<file path="src/rtl/sas_cs_pkg.sv">
// Shared types and character constants for the comment stripper.
package sas_cs_pkg;

    localparam int unsigned QueueDepthDef = 4;

    localparam logic [7:0] CH_STAR  = 8'h2A;
    localparam logic [7:0] CH_SLASH = 8'h2F;
    localparam logic [7:0] CH_SEMI  = 8'h3B;
    localparam logic [7:0] CH_PCT   = 8'h25;
    localparam logic [7:0] CH_SP    = 8'h20;
    localparam logic [7:0] CH_NL    = 8'h0A;
    localparam logic [7:0] CH_TAB   = 8'h09;

    typedef enum logic [3:0] {
        MODE_START = 4'b0001,
        MODE_TEXT  = 4'b0010,
        MODE_BLOCK = 4'b0100,
        MODE_STMT  = 4'b1000
    } scan_mode_t;

    typedef enum logic [3:0] {
        HELD_NONE  = 4'b0001,
        HELD_SLASH = 4'b0010,
        HELD_PCT   = 4'b0100,
        HELD_STAR  = 4'b1000
    } held_char_t;

    typedef struct packed {
        logic [7:0] in_byte;
        logic       stream_last;
    } in_beat_t;

    typedef struct packed {
        logic [7:0] out_byte;
        logic       run_last;
    } out_beat_t;

    typedef struct packed {
        logic [1:0] cnt;
        out_beat_t  beat0;
        out_beat_t  beat1;
    } push_t;

endpackage

</file>
<file path="src/rtl/sas_cs_scan.sv">
// Input register, comment scan state and per-beat result decode.
module sas_cs_scan (
    input  logic                aclk,
    input  logic                aresetn,
    input  logic                s_valid,
    output logic                s_ready,
    input  sas_cs_pkg::in_beat_t s_data,
    input  logic                room,
    output sas_cs_pkg::push_t   push
);
    import sas_cs_pkg::*;

    logic       vld_reg, vld_next;
    in_beat_t   data_reg;
    scan_mode_t mode_reg, mode_next;
    held_char_t held_reg, held_next;
    logic       fire;
    logic [7:0] c;
    logic       consumed, e_set, e_cur, e_flush, blank;
    logic [7:0] set_ch, flush_ch;
    scan_mode_t mode_a;
    held_char_t held_a;
    logic [1:0] cnt;

    assign fire    = vld_reg && room;
    assign s_ready = !vld_reg || room;
    assign c       = data_reg.in_byte;
    assign blank   = c inside {CH_SP, CH_NL, CH_TAB};

    always_comb begin
        consumed = 1'b0;
        e_set    = 1'b0;
        e_cur    = 1'b0;
        set_ch   = CH_SLASH;
        mode_a   = mode_reg;
        held_a   = HELD_NONE;
        case (held_reg)
            HELD_SLASH: begin
                if (c == CH_STAR) begin
                    mode_a   = MODE_BLOCK;
                    consumed = 1'b1;
                end else begin
                    e_set = 1'b1;
                end
            end
            HELD_PCT: begin
                set_ch = CH_PCT;
                if (c == CH_STAR) begin
                    mode_a   = MODE_STMT;
                    consumed = 1'b1;
                end else begin
                    e_set = 1'b1;
                end
            end
            HELD_STAR: begin
                if (c == CH_SLASH) begin
                    mode_a   = MODE_TEXT;
                    consumed = 1'b1;
                end
            end
            default: ;
        endcase
        if (!consumed) begin
            case (mode_reg)
                MODE_START: begin
                    if (blank || c == CH_SEMI) begin
                        e_cur = 1'b1;
                    end else if (c == CH_STAR) begin
                        mode_a = MODE_STMT;
                    end else if (c == CH_SLASH) begin
                        held_a = HELD_SLASH;
                    end else if (c == CH_PCT) begin
                        held_a = HELD_PCT;
                    end else begin
                        e_cur  = 1'b1;
                        mode_a = MODE_TEXT;
                    end
                end
                MODE_TEXT: begin
                    if (c == CH_SEMI) begin
                        e_cur  = 1'b1;
                        mode_a = MODE_START;
                    end else if (c == CH_SLASH) begin
                        held_a = HELD_SLASH;
                    end else begin
                        e_cur = 1'b1;
                    end
                end
                MODE_BLOCK: begin
                    if (c == CH_STAR) begin
                        held_a = HELD_STAR;
                    end
                end
                MODE_STMT: begin
                    if (c == CH_SEMI) begin
                        mode_a = MODE_START;
                    end
                end
                default: ;
            endcase
        end
        e_flush  = 1'b0;
        flush_ch = (held_a == HELD_PCT) ? CH_PCT : CH_SLASH;
        mode_next = mode_a;
        held_next = held_a;
        if (data_reg.stream_last) begin
            e_flush   = (held_a == HELD_SLASH) || (held_a == HELD_PCT);
            mode_next = MODE_START;
            held_next = HELD_NONE;
        end
    end

    always_comb begin
        cnt = 2'(e_set) + 2'(e_cur) + 2'(e_flush);
        push.cnt = fire ? cnt : 2'd0;
        push.beat0.out_byte = e_set ? set_ch : (e_cur ? c : flush_ch);
        push.beat0.run_last = (cnt == 2'd1);
        push.beat1.out_byte = (e_set && e_cur) ? c : flush_ch;
        push.beat1.run_last = 1'b1;
    end

    assign vld_next = s_ready ? s_valid : vld_reg;

    always_ff @(posedge aclk) begin
        if (!aresetn) begin
            vld_reg  <= 1'b0;
            mode_reg <= MODE_START;
            held_reg <= HELD_NONE;
        end else begin
            vld_reg <= vld_next;
            if (fire) begin
                mode_reg <= mode_next;
                held_reg <= held_next;
            end
        end
    end

    always_ff @(posedge aclk) begin
        if (s_valid && s_ready) begin
            data_reg <= s_data;
        end
    end

    a_star_in_block: assert property (@(posedge aclk) disable iff (!aresetn)
        (held_reg == HELD_STAR) |-> (mode_reg == MODE_BLOCK))
        else $error("held star outside block comment");

    a_pct_at_start: assert property (@(posedge aclk) disable iff (!aresetn)
        (held_reg == HELD_PCT) |-> (mode_reg == MODE_START))
        else $error("held percent outside statement start");

endmodule

</file>
<file path="src/rtl/sas_cs_outq.sv">
// Result queue taking up to two beats per cycle and giving one while m_ready is high.
module sas_cs_outq #(
    parameter int unsigned DEPTH = sas_cs_pkg::QueueDepthDef
) (
    input  logic                  aclk,
    input  logic                  aresetn,
    input  sas_cs_pkg::push_t     push,
    output logic                  room,
    output logic                  m_valid,
    input  logic                  m_ready,
    output sas_cs_pkg::out_beat_t m_data
);
    import sas_cs_pkg::*;

    localparam int unsigned PW = (DEPTH > 1) ? $clog2(DEPTH) : 1;
    localparam int unsigned CW = $clog2(DEPTH + 1);
    localparam logic [PW-1:0] LastIdx = PW'(DEPTH - 1);

    out_beat_t     mem [DEPTH];
    logic [PW-1:0] wr_reg, wr_next, rd_reg, rd_next, wr_inc;
    logic [CW-1:0] count_reg, count_next;
    logic          pop;

    assign pop     = m_valid && m_ready;
    assign m_valid = (count_reg != '0);
    assign m_data  = mem[rd_reg];
    assign room    = ({1'b0, count_reg} + (CW+1)'(2)) <= (CW+1)'(DEPTH);
    assign wr_inc  = (wr_reg == LastIdx) ? '0 : wr_reg + PW'(1);

    always_comb begin
        wr_next = wr_reg;
        case (push.cnt)
            2'd1: wr_next = wr_inc;
            2'd2: wr_next = (wr_inc == LastIdx) ? '0 : wr_inc + PW'(1);
            default: ;
        endcase
        rd_next = pop ? ((rd_reg == LastIdx) ? '0 : rd_reg + PW'(1)) : rd_reg;
        count_next = count_reg + CW'(push.cnt) - CW'(pop);
    end

    always_ff @(posedge aclk) begin
        if (!aresetn) begin
            wr_reg    <= '0;
            rd_reg    <= '0;
            count_reg <= '0;
        end else begin
            wr_reg    <= wr_next;
            rd_reg    <= rd_next;
            count_reg <= count_next;
        end
    end

    always_ff @(posedge aclk) begin
        if (push.cnt != 2'd0) begin
            mem[wr_reg] <= push.beat0;
        end
        if (push.cnt == 2'd2) begin
            mem[wr_inc] <= push.beat1;
        end
    end

    a_no_overflow: assert property (@(posedge aclk) disable iff (!aresetn)
        (push.cnt != 2'd0) |-> room)
        else $error("push without room");

    a_count_bound: assert property (@(posedge aclk) disable iff (!aresetn)
        count_reg <= CW'(DEPTH))
        else $error("queue count past depth");

    a_count_step: assert property (@(posedge aclk) disable iff (!aresetn)
        (push.cnt == 2'd0 && !pop) |=> $stable(count_reg))
        else $error("queue count moved while idle");

endmodule

</file>
<file path="src/rtl/sas_comment_stripper_top.sv">
// Top level of the comment stripper: scan stage and result queue.
//
//   channel | dir | ports                      | beat
//   s_      | in  | s_valid s_ready s_data     | in_byte, stream_last
//   m_      | out | m_valid m_ready m_data     | out_byte, run_last
//
// One input beat per cycle while the queue has room; a beat's results are
// decoded from the input register and written into the queue, then can leave.
// A beat yields zero, one or two results; the queue drains one per cycle while m_ready is high.
// Input is taken while the input register is empty or the queue has two free
// entries, so a stalled m_ side holds s_ready low once the queue holds more
// than QUEUE_DEPTH - 2 beats and a beat waits in the input register.
// aresetn (synchronous, active low) returns to statement start, nothing held.
module sas_comment_stripper_top #(
    parameter int unsigned QUEUE_DEPTH = sas_cs_pkg::QueueDepthDef
) (
    input  logic                  aclk,
    input  logic                  aresetn,
    input  logic                  s_valid,
    output logic                  s_ready,
    input  sas_cs_pkg::in_beat_t  s_data,
    output logic                  m_valid,
    input  logic                  m_ready,
    output sas_cs_pkg::out_beat_t m_data
);
    import sas_cs_pkg::*;

    push_t push;
    logic  room;

    sas_cs_scan u_scan (
        .aclk    (aclk),
        .aresetn (aresetn),
        .s_valid (s_valid),
        .s_ready (s_ready),
        .s_data  (s_data),
        .room    (room),
        .push    (push)
    );

    sas_cs_outq #(
        .DEPTH (QUEUE_DEPTH)
    ) u_outq (
        .aclk    (aclk),
        .aresetn (aresetn),
        .push    (push),
        .room    (room),
        .m_valid (m_valid),
        .m_ready (m_ready),
        .m_data  (m_data)
    );

endmodule

</file>
<file path="config.mk">
export PLATFORM = sky130hd
export DESIGN_NAME = sas_comment_stripper_top
export DESIGN_NICKNAME = d
export VERILOG_FILES = /design/src/rtl/sas_cs_pkg.sv /design/src/rtl/sas_cs_scan.sv /design/src/rtl/sas_cs_outq.sv /design/src/rtl/sas_comment_stripper_top.sv
export SDC_FILE = /design/constraint.sdc
export NUM_CORES = 1
export LEC_CHECK = 0
export ABC_AREA = 1
export BUFFER_PORTS_ARGS = -buffer_cell sky130_fd_sc_hd__buf_2
export CORE_MARGIN = 2
export CORE_UTILIZATION = 65
export CTS_BUF_LIST = sky130_fd_sc_hd__clkbuf_8
export CTS_CLUSTER_DIAMETER = 80
export CTS_CLUSTER_SIZE = 8
export DETAILED_ROUTE_END_ITERATION = 8
export PLACE_DENSITY = 0.82
export SETUP_SLACK_MARGIN = 0.02
export SYNTH_ARGS = -nofsm -noshare
export SYNTH_HDL_FRONTEND = slang
export SYNTH_SLANG_ARGS = --single-unit
</file>
<file path="constraint.sdc">
create_clock -name aclk -period 7 [get_ports aclk]
set_clock_uncertainty 0.1 [all_clocks]
set_input_delay 1.4 -clock aclk [delete_from_list [all_inputs] [get_ports aclk]]
set_output_delay 1.4 -clock aclk [all_outputs]
set_load 0.005 [all_outputs]
</file>
## Yosys cells after proc, flatten, opt, wreduce, memory -nomap -nowiden

Memory sizes are Yosys's and may differ from the RTL's. A register that Yosys moved wholly into a read port is not among the register bits.
Cells that the tools add are included.

| word-level totals | value |
|---|---|
| bits in registers | 25 |
| bits in latches | 0 |
| memory bits (writable) | 36 |
| memory bits (read-only) | 0 |
| output and inout bits | 11 |
| logic and storage cells | 106 |
| memories kept | 1 |

| operators by class | value |
|---|---|
| add/subtract/negate cells | 8 |
| $mul | 0 |
| div/mod/pow operators | 0 |
| magnitude comparators | 1 |
| eq/ne operators | 22 |
| shift operators | 0 |
| multiplexer cells | 52 |
| bitwise operators | 0 |
| reduce and logical (&&, ||, !) cells | 14 |

Memories:

| name | words | width | rd ports | clocked after Yosys merged registers in | wr ports | line | source |
|---|---|---|---|---|---|---|---|
| u_outq.mem | 4 | 9 | 1 | 1 | 2 | sas_cs_outq.sv:19 | `out_beat_t mem [DEPTH];` |

Operator list:

| operator | count |
|---|---|
| 4-bit 2-to-1 mux | 19 |
| 8-bit by 6-bit equality test with 1-bit output, second input constant | 5 |
| 8-bit 2-to-1 mux | 3 |
| 4-bit one-hot mux with 3 select lines | 2 |
| 8-bit by 4-bit equality test with 1-bit output, second input constant | 2 |
| 1-bit 2-to-1 mux | 16 |
| 2-bit 2-to-1 mux | 7 |
| 4-bit by 2-bit equality test with 1-bit output, second input constant | 3 |
| 4-bit by 3-bit equality test with 1-bit output, second input constant | 3 |
| 2-bit equality test, second input constant | 4 |
| 4-bit equality test, second input constant | 2 |
| 4-bit one-hot mux with 2 select lines | 1 |
| 2-bit by 1-bit adder with 2-bit output, second input constant | 3 |
| 3-bit nonzero test | 2 |
| 3-bit by 2-bit adder with 4-bit output, second input constant | 1 |
| 2-bit by 1-bit equality test with 1-bit output, second input constant | 2 |
| 4-bit by 1-bit equality test with 1-bit output, second input constant | 1 |
| 4-bit by 3-bit less-or-equal comparator with 1-bit output, second input constant | 1 |
| 1-bit logical AND | 4 |
| 1-bit one-hot mux with 2 select lines | 2 |
| 2-bit one-hot mux with 2 select lines | 1 |
| 2-bit nonzero test | 2 |
| 2-bit OR reduction | 2 |
| 3-bit by 2-bit adder with 3-bit output | 1 |
| other kinds (6) | 8 |

## Depth between registers and ports, before layout

Gate-level depths: netlist of the first run.

| logic depth | value |
|---|---|
| word-level depth | 15 |
| gate-level depth with buffers | 19 |
| depth with buffers taken out | 19 |

## By module

Synthesis of the first run repeated with hierarchy kept, for this count alone.

| unflattened totals | value |
|---|---|
| cells, all modules | 460 |
| area, all modules | 3,860.0 um^2 |

Modules (own cells, without submodules):

| module | instances | cells each | area an instance (um^2) |
|---|---|---|---|
| sas_cs_outq | 1 | 256 | 2,474.9 |
| sas_cs_scan | 1 | 204 | 1,385.1 |

## Worst setup path after synthesis of the first run

OpenSTA, ideal clock, no wires.

| path | value |
|---|---|
| path kind | register to register |
| from | register u_scan.data_reg (netlist bit u_scan.c[2]) |
| to | register u_outq.count_reg[2] |
| arrival time | 3,334 ps |
| data required time | 6,828 ps |
| setup slack | 3,495 ps |
| cell stages (with the launch flop) | 19 |
| buffers on the path | 0 |
| period minus slack after synthesis | 3,505 ps |
| path through | edfxtp_1 nor2_1 nand2_2 nor2_4 nand2_2 nand2_4 inv_4 nand3_1 a21boi_0 fa_1 nand2_1 ha_1 inv_1 ha_1 inv_1 fa_1 xor2_1 or2_2 a21oi_1 |

| between the ends | value |
|---|---|
| cells in the longest elaborated chain, start to end | 14 |
| elaborated cells between the ends (all ways) | 40 |
| classes of those cells | 4 x add/sub; 9 x eq/ne; 24 x mux; 3 x reduce/logical |

RTL lines:

| element | line | source |
|---|---|---|
| start, declared | sas_cs_scan.sv:14 | `in_beat_t data_reg;` |
| start signal, assigned | sas_cs_scan.sv:140 | `data_reg <= s_data;` |
| 8-bit by 6-bit equality test with 1-bit output | sas_cs_scan.sv:72 | `end else if (c == CH_PCT) begin` |
| 3-bit 2-to-1 mux | sas_cs_scan.sv:72 |  |
| 4-bit 2-to-1 mux | sas_cs_scan.sv:70 | `end else if (c == CH_SLASH) begin` |
| 4-bit 2-to-1 mux | sas_cs_scan.sv:68 | `end else if (c == CH_STAR) begin` |
| 4-bit 2-to-1 mux | sas_cs_scan.sv:66 | `if (blank \|\| c == CH_SEMI) begin` |
| 4-bit one-hot mux with 3 select lines | sas_cs_scan.sv:64 | `case (mode_reg)` |
| 4-bit 2-to-1 mux | sas_cs_scan.sv:63 | `if (!consumed) begin` |
| 4-bit by 2-bit equality test with 1-bit output or 4-bit by 3-bit equality test with 1-bit output (tied branches) | sas_cs_scan.sv:107 | `e_flush = (held_a == HELD_SLASH) \|\| (held_a == HELD_PCT);` |
| 1-bit logical OR | sas_cs_scan.sv:107 |  |
| 1-bit 2-to-1 mux | sas_cs_scan.sv:106 | `if (data_reg.stream_last) begin` |
| 2-bit by 1-bit adder with 2-bit output (*) | sas_cs_scan.sv:114 | `cnt = 2'(e_set) + 2'(e_cur) + 2'(e_flush);` |
| 2-bit 2-to-1 mux (*) | sas_cs_scan.sv:115 | `push.cnt = fire ? cnt : 2'd0;` |
| 3-bit by 2-bit adder with 3-bit output (*) | sas_cs_outq.sv:38 | `count_next = count_reg + CW'(push.cnt) - CW'(pop);` |
| 3-bit by 1-bit subtractor with 3-bit output (*) | sas_cs_outq.sv:38 |  |
| end signal, assigned | sas_cs_outq.sv:49 | `count_reg <= count_next;` |
| end, declared | sas_cs_outq.sv:21 | `logic [CW-1:0] count_reg, count_next;` |

Every way passes the cells marked *; elsewhere a longest branch is shown, timed or not.
A chain may end at the register's enable or synchronous reset.

## Final worst setup path of the first run

| path | value |
|---|---|
| from | register u_scan.data_reg (netlist bit u_scan.c[4]) |
| to | register u_outq.count_reg[2] |

Same word-level chain as after synthesis.

==> results.md, run 1 <==
- Core area: 0.00517 mm2
- Ratio of cells with drive above 1 in the final layout: 0.148
- FP Rows: 26
- Global-route wire length before repair: between 10000 and 15000 um
- Crit path DAT: ~4 ns
- Global Route Usage Sum: 0.300
- Layout Cells excl Fill: between 500 and 600
- Netlist cell types: 34
- Ant diodes: 0
- GP Congestion: 0.963
- Largest net degree at the start of global routing: 20
- Required time worst endpoint: 7.18 ns
- CP Launch Type: flip-flop
- Synth warn: 0
- Max Fclk: 0.259 GHz
- Largest cells by area after synthesis: edfxtp_1 35%, dfxtp_1 12%, nand2_1 9.5%, o21ai_0 5.6%, nor2_1 5.5%
- Asr flop ratio synth: 0
- Starting DRC count in detailed routing: 403
- EDFF count, synth: 41
- Synth Flop Type: edfxtp_1
- Yosys reg bits: 63
- Via Count: 3131
- Synth-to-Final Area Change: 11.6%
- Hold_buf cts: 0
- Vias in the first global route: ~3000
- Max Buffers Root-to-Sink: 2
- Area leader, netlist: edfxtp_1
- Post-Syn Instances: 424
- H-tree Lvls: 3
- Synthesized area per cell: 8.37 um2
- Number of flip-flops in the largest register: 36
- Initial antenna violation count: 0
- Final WL: 8630 um
- Die H: 77.9 um
- Power Dens Cells: ~330 mW/mm2
- Dpl cells: 513
- RSZ-0062 raised after global routing: no
- Most flops, register: u_outq.mem
- Max-cap violations: 0
- Synth Cell Area: between 0.003 and 0.004 mm2
- Endpoints failing hold: 0
- Max-slew headroom: 0.600
- Skew-Pair Late Insertion Delay: 0.35 ns
- # setup viols final: 0
- Crit-path max FO: 6
- Least-Margin Pin Slew: 0.598 ns
- Hold Path Class: flip-flop to flip-flop
- Critical path class: flip-flop to flip-flop
- CTS Root Cell: clkbuf_8
- Iteration count of the initial detailed-routing pass: 6
- Clk slew on worst S/H paths: 0.08 ns
- Post-synthesis sequential area ratio: 0.471
- Filler cells: 370
- Die span in x: roughly 78 um
- Worst vdd ir: 0.000195 V
- Final critical-path share of the clock period: 0.552
- Post-synth net total: roughly 450
- CTS tree: built
- Setup TNS: 0 ns
- Kind of end point of the critical path: flip-flop
- Dpl hpwl: 6310 um
- Layout Nets: about 480
- Vias per cell: about 6
- Slew Limit Fails: 0
- Pleak: around 1.6 nW
- Post-CTS Resized: 0
- IO buf count: 23
- Global route overflow: 0
- Initial Util: 0.686
- Final min period: 3.86 ns
- # clock sinks: 63
- I/O Pins: 24
- DIE AREA: 0.00607 mm2
- CTS Buf Count: 9
- Post-CTS setup buffer count: 0
- Top cell type's share of synthesized area: 0.347
- Routed WL per cell: 16.3 um
- Run status: completed
- DRC: 0
- Post-route ant nets: 0
[stage by stage]
stage	instance area [um2]	total power [mW]	hold WS (ns)	setup WS, ns	utilization
2_1_floorplan	3550	0.803	0.353	3.49	-
3_3_place_gp	3730	0.913	0.364	3.35	0.722
3_5_place_dp	3730	0.935	0.370	3.20	0.722
4_1_cts	3960	1.30	0.383	3.14	0.766
5_1_grt	3960	1.38	0.417	2.90	0.766
6_report	3960	1.30	0.383	3.14	0.766
[where the power goes]
group	switching (mW)	internal (mW)
logic	0.263	0.156
registers	0.0548	0.464
clock network	0.157	0.205
[cell type report]
cell class | count | area, um2 | area share
clock buffer | 9 | 124 | 0.0313
clock inverter | 7 | 101 | 0.0256
inverter | 49 | 186 | 0.0471
multi-input combinational | 308 | 1670 | 0.423
sequential | 63 | 1670 | 0.422
tap | 70 | 87.6 | 0.0221
timing repair buffer | 23 | 115 | 0.0291
[cell usage in the layout (no fill, tap or decap), types with 5 or more instances in the layout]
| cell type | count |
|---|---|
| clkbuf_8 | 9 |
| a21oi_1 | 17 |
| nand2_1 | 90 |
| edfxtp_1 | 41 |
| dfxtp_1 | 22 |
| ha_1 | 14 |
| nor2_1 | 52 |
| nand2_2 | 5 |
| o22ai_1 | 21 |
| buf_2 | 23 |
| nand3_1 | 30 |
| o21ai_0 | 40 |
| nand4_1 | 6 |
| inv_1 | 43 |
[per-layer routing]
| metal | vias up | routed length (um) | GRT usage |
|---|---|---|---|
| met5 | - | 0 | 0 |
| met4 | 0 | 243 | 0.157 |
| met3 | 32 | 531 | 0.0570 |
| met2 | 133 | 4510 | 0.537 |
| met1 | 1454 | 3350 | 0.335 |
| li1 | 1512 | - | - |
[critical path: stages, from the launching register on]
cell	delay (ns)
edfxtp_1	0.50
inv_1	0.11
nand2_1	0.07
nor2_2	0.21
nand3_1	0.22
nand2_4	0.14
inv_4	0.06
nand3_1	0.08
a21boi_0	0.11
fa_1	0.58
nand2_1	0.11
ha_1	0.31
inv_1	0.05
ha_1	0.13
inv_1	0.05
fa_1	0.40
xor2_1	0.17
or2_2	0.27
a21oi_1	0.11
[cells in the mapped netlist (3+ instances only)]
| library cell | n |
|---|---|
| a21oi_1 | 17 |
| clkbuf_1 | 3 |
| dfxtp_1 | 22 |
| edfxtp_1 | 41 |
| ha_1 | 14 |
| inv_1 | 43 |
| inv_2 | 4 |
| nand2_1 | 90 |
| nand2_2 | 5 |
| nand2_4 | 3 |
| nand3_1 | 30 |
| nand4_1 | 6 |
| nor2_1 | 52 |
| nor2_2 | 3 |
| nor3_2 | 3 |
| o21ai_0 | 40 |
| o22a_1 | 4 |
| o22ai_1 | 21 |
| or2_2 | 3 |
[final timing paths]
path	startpoint	to	slack (ns)	cells past startpoint
max reg2reg	u_scan.c[4]$_DFFE_PP_	u_outq.count_reg[2]$_SDFF_PN0_	3.14	18
min reg2reg	u_scan.held_reg[3]$_SDFFE_PN0P_	u_scan.held_reg[3]$_SDFFE_PN0P_	0.38	2
max	u_scan.c[4]$_DFFE_PP_	u_outq.count_reg[2]$_SDFF_PN0_	3.14	18
min	u_scan.held_reg[3]$_SDFFE_PN0P_	u_scan.held_reg[3]$_SDFFE_PN0P_	0.38	2
[kinds of logic (layout without fill, tap and decap cells)]
kind of cell | Yosys count | after routing | share of synthesized area
AO/OA/AOI/OAI | 90 | 90 | 0.148
XOR/XNOR | 2 | 2 | 0.00494
adder cells (fa/ha/maj) | 16 | 16 | 0.0606
buffers and inverters | 53 | 88 | 0.0571
flip-flops | 63 | 63 | 0.471
AND/OR/NAND/NOR | 200 | 200 | 0.258
No activity file was read; power rests on OpenSTA's default activity.
==> inputs of run 2 (changes only) <==
- ABC_AREA: 1 -> 0
- CORE_UTILIZATION: 65 -> 57
- PLACE_DENSITY: 0.82 -> 0.76
- clock period: 7 -> 3.5 ns (I/O delays scaled with it)
==> run 2 against run 1 <==
  * Maximum frequency increased by 11%
  * Worst hold slack improved by 0.0047 ns
  * Die area is 12% higher
  * Clock-buffer cell count up 2
  * Design area is 9.6% higher
  * Critical path type unchanged
  * Critical endpoint unchanged
==> results.md, run 2 <==
- Post-synth top cells: 41 x edfxtp_1, 29 x nand2_1, 26 x nor2_1 (was 90 x nand2_1, 52 x nor2_1, 43 x inv_1)
- IO buf count: 23 (unchanged)
- Power Dens Cells: 573 mW/mm2 (was 328 mW/mm2)
- RSZ-0062 raised after global routing: yes (was no)
- Ant diodes: 0 (unchanged)
- Top cell type's share of synthesized area: 0.353 (was 0.347)
- Area leader, netlist: edfxtp_1 (unchanged)
- Logic pwr share: 0.343 (was 0.322)
- FP Rows: 28 (was 26)
- Commonest non-fill, non-tap cells in the layout: 41 x edfxtp_1, 37 x buf_4, 25 x nand2_1 (was 90 x nand2_1, 52 x nor2_1, 43 x inv_1)
- CTS tree: built (unchanged)
- Iteration count of the initial detailed-routing pass: 5 (was 6)
- Asr flop ratio synth: 0 (unchanged)
- Worst path slowest cell: fa_1 (unchanged)
- Required time worst endpoint: 3.64 ns (was 7.18 ns)
- Synth Cell Area: 0.00349 mm2 (was 0.00355 mm2)
- Cell with the most instances after synthesis: edfxtp_1 (was nand2_1)
- FF-to-FF path depth: 14 (was 18)
- Die H: 82.3 um (was 77.9 um)
- Fin Hold WS: 0.388 ns (was 0.383 ns)
- Number of flip-flops in the largest register: 36 (unchanged)
- Starting DRC count in detailed routing: 129 (was 403)
- Die span in x: 82.3 um (was 77.9 um)
- Dpl hpwl: 5590 um (was 6310 um)
- H-tree Lvls: 3 (unchanged)
- Slew Limit Fails: 0 (unchanged)
- Yosys reg bits: 63 (unchanged)
- Post-route ant nets: 0 (unchanged)
- RR Startpoint: u_scan.c[0]$_DFFE_PP_ (was u_scan.c[4]$_DFFE_PP_)
- Kind of end point of the critical path: flip-flop (unchanged)
- Routed WL per cell: 17.1 um (was 16.3 um)
- Global-route wire length before repair: 12200 um (was 13800 um)
- Synth Flop Type: edfxtp_1 (unchanged)
- Clk pwr share: 0.254 (was 0.278)
- Final WL: 7890 um (was 8630 um)
- I/O Pins: 24 (unchanged)
- Max Fclk: 0.288 GHz (was 0.259 GHz)
- Global route overflow: 0 (unchanged)
- Clk slew on worst S/H paths: 0.07 ns (was 0.08 ns)
- Crit path cell chain: or2_4 > or3_1 > a211o_1 > and2_4 > fa_1 > nand2_2 > ha_4 > inv_1 > ha_1 > inv_1 > fa_2 > xor2_2 > xnor2_1 > and2_1 (was inv_1 > nand2_1 > nor2_2 > nand3_1 > nand2_4 > inv_4 > nand3_1 > a21boi_0 > fa_1 > nand2_1 > ha_1 > inv_1 > ha_1 > inv_1 > fa_1 > xor2_1 > or2_2 > a21oi_1)
- Via Count: 2720 (was 3131)
- Power Total: 2.49 mW (was 1.30 mW)
- Netlist cell types: 59 (was 34)
- DIE AREA: 0.00677 mm2 (was 0.00607 mm2)
- Switch Pwr: 0.782 mW (was 0.475 mW)
- Critical path class: flip-flop to flip-flop (unchanged)
- Most common cell after layout, fill and taps aside: edfxtp_1 (was nand2_1)
- Synthesized area per cell: 11.1 um2 (was 8.37 um2)
- Crit path DAT: 3.61 ns (was 4.05 ns)
- CTS Root Cell: clkbuf_8 (unchanged)
- Largest net degree at the start of global routing: 19 (was 20)
- CP Launch Type: flip-flop (unchanged)
- Ratio of cells with drive above 1 in the final layout: 0.345 (was 0.148)
- Global Route Usage Sum: 0.246 (was 0.300)
- # clock sinks: 63 (unchanged)
- Skew-Pair Late Insertion Delay: 0.34 ns (was 0.35 ns)
- Reg power frac: 0.404 (was 0.399)
- Vias per cell: 5.90 (was 5.92)
- Most flops, register: u_outq.mem (unchanged)
- Vias in the first global route: 2531 (was 2957)
- Max-cap violations: 0 (unchanged)
- Top cell by count, worst path: inv_1 (unchanged)
- DRC: 0 (unchanged)
- Post-synthesis sequential area ratio: 0.479 (was 0.471)
- # setup viols final: 0 (unchanged)
- Layout Nets: 410 (was 483)
- Final min period: 3.48 ns (was 3.86 ns)
- Setup TNS: 0 ns (unchanged)
- Hold Path Class: flip-flop to flip-flop (unchanged)
- Initial antenna violation count: 0 (unchanged)
- Hold Crit Depth: 2 (unchanged)
- Synth warn: 0 (unchanged)
- Pleak: 1.69 nW (was 1.61 nW)
- Hold path endpoint: u_outq.mem[0][0]$_SDFFE_PP1P_ (was u_scan.held_reg[3]$_SDFFE_PN0P_)
- Initial Util: 0.590 (was 0.686)
- CTS Buf Count: 9 (unchanged)
- R2R Setup Slk: 0.02 ns (was 3.14 ns)
- Post-Syn Instances: 315 (was 424)
- GP Congestion: 0.913 (was 0.963)
- RR Endpoint: u_outq.count_reg[2]$_SDFF_PN0_ (unchanged)
- Run status: completed (unchanged)
- Int Power: 1.70 mW (was 0.825 mW)
- Max-slew headroom: 0.465 (was 0.600)
- Worst vdd ir: 0.000415 V (was 0.000195 V)
- Core area: 0.00592 mm2 (was 0.00517 mm2)
- Crit-path max FO: 3 (was 6)
- EDFF count, synth: 41 (unchanged)
- Final critical-path share of the clock period: 0.993 (was 0.552)
- HP Start: u_outq.mem[0][0]$_SDFFE_PP1P_ (was u_scan.held_reg[3]$_SDFFE_PN0P_)
- Post-synth net total: 344 (was 453)
- Hold_buf cts: 0 (unchanged)
- Synth-to-Final Area Change: 24.3% (was 11.6%)
- Max Buffers Root-to-Sink: 2 (unchanged)
- Least-Margin Pin Slew: 0.791 ns (was 0.598 ns)
- Switch share: 0.315 (was 0.365)
- CP peak stage delay: 0.54 ns (was 0.58 ns)
- Endpoints failing hold: 0 (unchanged)
- Largest cells by area after synthesis: edfxtp_1 35%, dfxtp_1 13%, mux4_2 5.8%, ha_1 5.0%, nand2_1 3.1% (was edfxtp_1 35%, dfxtp_1 12%, nand2_1 9.5%, o21ai_0 5.6%, nor2_1 5.5%)
-- run 2: area by class of cell --
| type | count | area (um2) |
|---|---|---|
| multi-input cells | 224 | 1860 |
| clock buffers | 11 | 151 |
| well taps | 75 | 93.8 |
| inverters | 20 | 75.1 |
| repair buffers | 63 | 444 |
| clock inverters | 5 | 50.0 |
| fillers | 413 | 1580 |
| flip-flops and latches | 63 | 1670 |
-- run 2: logic make-up after synthesis --
kind of cell,count (synthesis),share of synthesized area
multiplexers,13,0.0695
XOR/XNOR,10,0.0251
AO/OA/AOI/OAI,71,0.149
AND/OR/NAND/NOR,114,0.185
buffers and inverters,28,0.0319
adder cells (fa/ha/maj),16,0.0616
flip-flops,63,0.479
-- run 2: worst max path at each step --
stage,from,endpoint
6_report,u_scan.c[0]$_DFFE_PP_,u_outq.count_reg[2]$_SDFF_PN0_
5_1_grt,u_scan.c[0]$_DFFE_PP_,u_outq.count_reg[2]$_SDFF_PN0_
4_1_cts,u_scan.c[0]$_DFFE_PP_,u_outq.count_reg[2]$_SDFF_PN0_
3_5_place_dp,u_scan.c[0]$_DFFE_PP_,u_outq.count_reg[2]$_SDFF_PN0_
3_3_place_gp,u_scan.c[0]$_DFFE_PP_,u_outq.count_reg[2]$_SDFF_PN0_
2_1_floorplan,u_scan.c[0]$_DFFE_PP_,u_outq.count_reg[2]$_SDFF_PN0_
-- run 2: stage by stage --
step	worst slack, ns	util	instances	cell area, um2
final	0.0239	0.733	461	4340
after CTS	0.0214	0.706	457	4180
after floorplan	-0.0660	-	315	3520
after global routing	-0.104	0.733	461	4340
after global placement	0.0993	0.672	441	3980
after detailed placement	0.0404	0.672	441	3980
-- run 2: power by group through the flow --
stage | Combinational [mW] | Sequential (mW) | Clock [mW]
finish | 0.851 | 1.00 | 0.631
global route | 0.947 | 1.02 | 0.682
CTS | 0.782 | 1.00 | 0.637
detailed placement | 0.774 | 1.02 | 0
global placement | 0.758 | 1.01 | 0
floorplan | 0.547 | 0.980 | 0
-- run 2: routing by layer --
metal | vias up | track usage | wire length [um]
met1 | 1288 | 0.293 | 3220
met3 | 22 | 0.0641 | 450
met2 | 106 | 0.431 | 4030
met5 | - | 0 | 0
met4 | 0 | 0.0833 | 184
li1 | 1304 | - | -
-- run 2: timing repair --
| action | CTS | global route |
|---|---|---|
| setup endpoints to repair | 0 | 64 |
| buffers inserted | 0 | 4 |
| gates resized for setup | 0 | 36 |
-- run 2: critical path: cells and delay by family (launching register included) --
family | cells | cell delay (ns)
compound gates | 1 | 0.32
xor+xnor | 2 | 0.27
fa+ha+maj | 4 | 1.22
buf+inv | 2 | 0.10
flops | 1 | 0.39
simple gates | 5 | 0.99
